===== src/hw/rtl/vna_pkg.sv =====
package vna_pkg;

	typedef enum logic [1:0] {
		KIND_CLEAR  = 2'd0,
		KIND_APPEND = 2'd1,
		KIND_TRI    = 2'd2,
		KIND_READ   = 2'd3
	} kind_t;

	typedef enum logic [1:0] {
		RES_OK      = 2'd0,
		RES_DEFAULT = 2'd1,
		RES_RANGE   = 2'd2,
		RES_FULL    = 2'd3
	} res_t;

	typedef enum logic [4:0] {
		OP_NONE,
		OP_ACCEPT,
		OP_CLEAR,
		OP_APPEND,
		OP_RD_VTX,
		OP_EDGE,
		OP_MUL_CROSS,
		OP_RD_SUM,
		OP_LD_SUM,
		OP_MAG,
		OP_SHIFT,
		OP_MUL_SQ,
		OP_SQRT_INIT,
		OP_SQRT_STEP,
		OP_DIV_INIT,
		OP_DIV_STEP,
		OP_DIV_STORE,
		OP_DEGEN,
		OP_DEFAULT,
		OP_WR_SUM,
		OP_OUT
	} op_t;

	typedef enum logic [4:0] {
		S_IDLE,
		S_DISPATCH,
		S_CLEAR,
		S_APPEND,
		S_TRI_RD,
		S_TRI_WAIT,
		S_EDGE,
		S_CROSS,
		S_CROSS_DRAIN,
		S_RD_SUM,
		S_LD_SUM,
		S_MAG,
		S_SHRINK,
		S_SQ,
		S_SQ_DRAIN,
		S_CHECK,
		S_SQRT_INIT,
		S_SQRT,
		S_DIV_INIT,
		S_DIV,
		S_DIV_STORE,
		S_DEGEN,
		S_DEFAULT,
		S_ACC_RD,
		S_ACC_WR,
		S_DONE
	} state_t;

	typedef struct packed {
		op_t        op;
		logic [2:0] step;
	} cmd_t;

	typedef struct packed {
		kind_t kind;
		logic  oor;
		logic  big;
		logic  degen;
		logic  out_busy;
	} sts_t;

	localparam logic [2:0]  SEL_INDEX      = 3'd3;
	localparam logic [61:0] FACE_THRESH_SQ = 62'd184467440737;
	localparam logic [61:0] READ_THRESH_SQ = 62'd2;
	localparam logic signed [15:0] ONE_Q14 = 16'sd16384;
	localparam logic [14:0] Q_MAX          = 15'd16384;
	localparam logic signed [24:0] SUM_MAX = 25'sd8388607;
	localparam logic signed [24:0] SUM_MIN = -25'sd8388608;

endpackage


===== src/hw/rtl/vna_ctrl.sv =====
module vna_ctrl import vna_pkg::*; (
	input  logic clk,
	input  logic arst_n,
	input  logic in_valid,
	output logic in_ready,
	input  sts_t sts,
	output cmd_t cmd
);

	state_t     state_q, state_d;
	logic [4:0] cnt_q, cnt_d;
	logic [1:0] comp_q, comp_d;

	always_ff @(posedge clk or negedge arst_n) begin
		if (!arst_n) begin
			state_q <= S_IDLE;
			cnt_q   <= '0;
			comp_q  <= '0;
		end else begin
			state_q <= state_d;
			cnt_q   <= cnt_d;
			comp_q  <= comp_d;
		end
	end

	always_comb begin
		state_d = state_q;
		cnt_d   = cnt_q;
		comp_d  = comp_q;
		case (state_q)
			S_IDLE: begin
				if (in_valid) begin
					state_d = S_DISPATCH;
					cnt_d   = '0;
					comp_d  = '0;
				end
			end
			S_DISPATCH: begin
				case (sts.kind)
					KIND_CLEAR:  state_d = S_CLEAR;
					KIND_APPEND: state_d = S_APPEND;
					KIND_TRI:    state_d = sts.oor ? S_DONE : S_TRI_RD;
					KIND_READ:   state_d = sts.oor ? S_DONE : S_RD_SUM;
					default:     state_d = S_DONE;
				endcase
			end
			S_CLEAR, S_APPEND: state_d = S_DONE;
			S_TRI_RD: begin
				if (cnt_q == 5'd2) begin
					cnt_d   = '0;
					state_d = S_TRI_WAIT;
				end else begin
					cnt_d = cnt_q + 5'd1;
				end
			end
			S_TRI_WAIT: state_d = S_EDGE;
			S_EDGE:     state_d = S_CROSS;
			S_CROSS: begin
				if (cnt_q == 5'd5) begin
					cnt_d   = '0;
					state_d = S_CROSS_DRAIN;
				end else begin
					cnt_d = cnt_q + 5'd1;
				end
			end
			S_CROSS_DRAIN: state_d = S_MAG;
			S_RD_SUM:      state_d = S_LD_SUM;
			S_LD_SUM:      state_d = S_MAG;
			S_MAG:         state_d = S_SHRINK;
			S_SHRINK: begin
				if (!sts.big) state_d = S_SQ;
			end
			S_SQ: begin
				if (cnt_q == 5'd2) begin
					cnt_d   = '0;
					state_d = S_SQ_DRAIN;
				end else begin
					cnt_d = cnt_q + 5'd1;
				end
			end
			S_SQ_DRAIN: state_d = S_CHECK;
			S_CHECK: begin
				if (sts.degen) state_d = (sts.kind == KIND_TRI) ? S_DEGEN : S_DEFAULT;
				else state_d = S_SQRT_INIT;
			end
			S_DEGEN:     state_d = S_ACC_RD;
			S_DEFAULT:   state_d = S_DONE;
			S_SQRT_INIT: state_d = S_SQRT;
			S_SQRT: begin
				if (cnt_q == 5'd31) begin
					cnt_d   = '0;
					state_d = S_DIV_INIT;
				end else begin
					cnt_d = cnt_q + 5'd1;
				end
			end
			S_DIV_INIT: state_d = S_DIV;
			S_DIV: begin
				if (cnt_q == 5'd14) begin
					cnt_d   = '0;
					state_d = S_DIV_STORE;
				end else begin
					cnt_d = cnt_q + 5'd1;
				end
			end
			S_DIV_STORE: begin
				if (comp_q == 2'd2) begin
					comp_d  = '0;
					state_d = (sts.kind == KIND_TRI) ? S_ACC_RD : S_DONE;
				end else begin
					comp_d  = comp_q + 2'd1;
					state_d = S_DIV_INIT;
				end
			end
			S_ACC_RD: state_d = S_ACC_WR;
			S_ACC_WR: begin
				if (comp_q == 2'd2) begin
					comp_d  = '0;
					state_d = S_DONE;
				end else begin
					comp_d  = comp_q + 2'd1;
					state_d = S_ACC_RD;
				end
			end
			S_DONE: begin
				if (!sts.out_busy) state_d = S_IDLE;
			end
			default: state_d = S_IDLE;
		endcase
	end

	always_comb begin
		cmd.op   = OP_NONE;
		cmd.step = cnt_q[2:0];
		in_ready = 1'b0;
		case (state_q)
			S_IDLE: begin
				in_ready = 1'b1;
				if (in_valid) cmd.op = OP_ACCEPT;
			end
			S_CLEAR:  cmd.op = OP_CLEAR;
			S_APPEND: cmd.op = OP_APPEND;
			S_TRI_RD: cmd.op = OP_RD_VTX;
			S_EDGE:   cmd.op = OP_EDGE;
			S_CROSS:  cmd.op = OP_MUL_CROSS;
			S_RD_SUM: begin
				cmd.op   = OP_RD_SUM;
				cmd.step = SEL_INDEX;
			end
			S_LD_SUM:    cmd.op = OP_LD_SUM;
			S_MAG:       cmd.op = OP_MAG;
			S_SHRINK:    cmd.op = sts.big ? OP_SHIFT : OP_NONE;
			S_SQ:        cmd.op = OP_MUL_SQ;
			S_SQRT_INIT: cmd.op = OP_SQRT_INIT;
			S_SQRT:      cmd.op = OP_SQRT_STEP;
			S_DIV_INIT: begin
				cmd.op   = OP_DIV_INIT;
				cmd.step = {1'b0, comp_q};
			end
			S_DIV: cmd.op = OP_DIV_STEP;
			S_DIV_STORE: begin
				cmd.op   = OP_DIV_STORE;
				cmd.step = {1'b0, comp_q};
			end
			S_DEGEN:   cmd.op = OP_DEGEN;
			S_DEFAULT: cmd.op = OP_DEFAULT;
			S_ACC_RD: begin
				cmd.op   = OP_RD_SUM;
				cmd.step = {1'b0, comp_q};
			end
			S_ACC_WR: begin
				cmd.op   = OP_WR_SUM;
				cmd.step = {1'b0, comp_q};
			end
			S_DONE: begin
				if (!sts.out_busy) cmd.op = OP_OUT;
			end
			default: cmd.op = OP_NONE;
		endcase
	end

endmodule


===== config.mk =====
export PLATFORM = sky130hd
export DESIGN_NAME = vna_ctrl
export DESIGN_NICKNAME = d
export VERILOG_FILES = /design/src/hw/rtl/vna_pkg.sv /design/src/hw/rtl/vna_ctrl.sv
export SDC_FILE = /design/constraint.sdc
export NUM_CORES = 1
export LEC_CHECK = 0
export BUFFER_PORTS_ARGS = -buffer_cell sky130_fd_sc_hd__buf_2
export CAP_MARGIN = 0
export CORE_UTILIZATION = 35
export CTS_CLUSTER_DIAMETER = 50
export CTS_CLUSTER_SIZE = 12
export DETAILED_ROUTE_END_ITERATION = 8
export GPL_ROUTABILITY_DRIVEN = 0
export GPL_TIMING_DRIVEN = 0
export PLACE_DENSITY_LB_ADDON = 0.2
export SLEW_MARGIN = 20
export SYNTH_ARGS = -nofsm -noshare
export SYNTH_HDL_FRONTEND = slang
export SYNTH_SLANG_ARGS = --single-unit

===== constraint.sdc =====
create_clock -name clk -period 2 [get_ports clk]
set_input_delay 0 -clock clk [delete_from_list [all_inputs] [get_ports clk]]
set_output_delay 0 -clock clk [all_outputs]
set_load 0.02 [all_outputs]

==> results_dict.tcl <==
set metrics [dict create \
    ys_ff_latch 12 \
    tns_ps 0 \
    num-fill-cells 434 \
    status "complete, no violations" \
    cts.root.buffer_cell "clkbuf_8" \
    antennaDiodeCount 0 \
    area_growth_syn_to_layout_pct 18.2 \
    crit_path_end_kind "flip-flop" \
    portBuffers 17 \
    yosysUniqueCellTypes 62 \
    setup_violations 0 \
    route.vias.total 1597 \
    dpl.hpwl_um 3260 \
    seq_power_share 0.141 \
    switching_power_w 0.00178 \
    crit_fanout 8 \
    grtUsageTotal 0.211 \
    grt_max_degree 13 \
    rows 23 \
    drc 0 \
    die-area_um2 4640 \
    whs_ps 126 \
    syn_area_um2 1530 \
    crit_arrival_ps 2020 \
    netlist_instances 192 \
    maxCapViolCount 0 \
    ys_seq_area_frac 0.196 \
    switching_share 0.531 \
    pin_count 18 \
    insertion_delay_ps 250 \
    tightest_slew_ps 476 \
    die_w_um 68.1 \
    startpoint_type "flip-flop" \
    combPwrFrac 0.794 \
    ir_drop_uv 709 \
    rsz0062_at_grt "false" \
    worstPathRequired_ps 2120 \
    routed_wl_um 4410 \
    power.leakage_nw 0.750 \
    powerDensity_nw_per_um2 1850 \
    h-tree-depth 1 \
    yosys_warnings 0 \
    cts_buffers 3 \
    synthFlopType "dfrtp_1" \
    wl_per_cell_um 16.6 \
    first_pass_iters 4 \
    drive_gt1_frac 0.287 \
    p_clk_frac 0.066 \
    path_class "flip-flop to flip-flop" \
    drt-initial-drc-count 103 \
    clkSlewWorstSetupHoldPaths_ps 50 \
    die_y_um 68.1 \
    cts.sinks 12 \
    async_flop_share 1.00 \
    grt_pass1_vias 1458 \
    ant_nets 0 \
    multi_input_area_um2 1140 \
    p_int_w 0.00157 \
    start_util 0.374 \
    fin_util 0.443 \
    layout_common_cells "19 x buf_2, 17 x nand2_1, 13 x a21oi_1, 12 x dfrtp_1, 10 x o21ai_0" \
    core_um2 4090 \
    antenna_found_initial 0 \
    period_share 0.949 \
    max_freq_ghz 0.527 \
    maxSlewHeadroom 0.683 \
    synth.net_count 205 \
    synth_edf_count 0 \
    regArea_um2 300 \
    finalHoldViolations 0 \
    via_per_inst 6.00 \
    final_common_cell "buf_2" \
    finalCriticalPeriod_ps 1900 \
    cts_buffer_depth 2 \
    finalNetCount 231 \
    maxSlewViolCount 0 \
    grt_first_pass_wirelength_um 7140 \
    syn_avg_cell_area_um2 7.97 \
    hp-class "input port to flip-flop" \
    skew_ps 5.90 \
    tritoncts "yes" \
    grt.overflow.total 0 \
]
## stage by stage
stage               cell area, µm²  std cells  total power (W)  setup slack (ps)
floorplan                     1530        192          0.00235               141
global placement              1680        259          0.00295              13.4
detailed placement            1680        259          0.00293              2.23
CTS                           1740        263          0.00320              12.1
global route                  1810        266          0.00365              2.83
finish                        1810        266          0.00335               101
## Yosys cell counts, types with 4 or more instances
cell | n | area, µm²
o21ai_1 | 7 | 35.0
a31oi_1 | 4 | 25.0
o21ai_0 | 10 | 50.1
nand3_1 | 4 | 20.0
buf_6 | 5 | 56.3
and3_1 | 4 | 25.0
buf_4 | 5 | 37.5
nor2b_1 | 4 | 25.0
a21oi_1 | 13 | 65.1
dfrtp_1 | 12 | 300
nor3_1 | 9 | 45.0
or3_1 | 4 | 25.0
nand2b_1 | 8 | 50.1
nor2_1 | 9 | 33.8
ha_1 | 4 | 50.1
nand2_1 | 17 | 63.8
inv_1 | 7 | 26.3
## state kept, by name, indices dropped and copies added, names as in the netlist
name / cells
cnt_q: 5
state_q: 5
comp_q: 2
## area by class of cell
class                   instances  area share
multi-input cells             157       0.629
clock buffers                   3      0.0228
flip-flops and latches         12       0.166
inverters                       8      0.0166
well taps                      50      0.0346
repair buffers                 21      0.0664
plain buffers                  15      0.0650
## routing by layer
layer	global-route usage	up-vias	wire [µm]
li1	-	771	-
met5	0	-	0
met2	0.303	71	1990
met1	0.287	749	2020
met4	0.0938	0	53
met3	0.0617	6	347
## power by group through the flow
stage	Clock [W]	Sequential, W	Combinational [W]
finish	0.000220	0.000472	0.00266
floorplan	0	0.000431	0.00192
CTS	0.000230	0.000458	0.00251
detailed placement	0	0.000459	0.00247
global route	0.000240	0.000486	0.00292
global placement	0	0.000458	0.00249
## kinds of logic (layout without fill, tap and decap cells)
logic type               Yosys count  in the layout  synth area share
AO/OA/AOI/OAI                     67             67             0.315
XOR/XNOR                           2              2            0.0114
adder cells (fa/ha/maj)            4              4            0.0327
buffers and inverters             23             47            0.0957
flip-flops                        12             12             0.196
multiplexers                       5              5            0.0352
AND/OR/NAND/NOR                   79             79             0.314
## worst max-delay path: stages, from the launching register on
cell	delay [ps]
dfrtp_1	430
ha_2	210
and3_1	180
ha_1	210
nor4_4	180
a211oi_4	70
buf_6	160
buf_4	130
o2bb2ai_1	160
a21oi_2	50
## path summary, 6_finish.rpt
path | slack, ps | depth (start not counted) | startpoint | endpoint
hold reg to reg | 560 | 1 | comp_q[1] | comp_q[1]
setup / recovery | 100 | 9 | cnt_q[1] | state_q[3]
min in group asynchronous | 160 | 2 | arst_n | comp_q[1]
hold / removal | 130 | 4 | in_valid | comp_q[1]
setup reg to reg | 100 | 9 | cnt_q[1] | state_q[3]
max in group asynchronous | 1610 | 2 | arst_n | state_q[2]
## what timing repair did
action                                 4_1_cts  5_1_grt
setup endpoints to repair                    3       10
pin swaps                                    0        4
buffers inserted                             0        4
endpoints found under the hold margin       12        0
resized for setup                            2       12
hold buffers                                 1        0
Note: power is estimated with default switching activity, not from simulation.
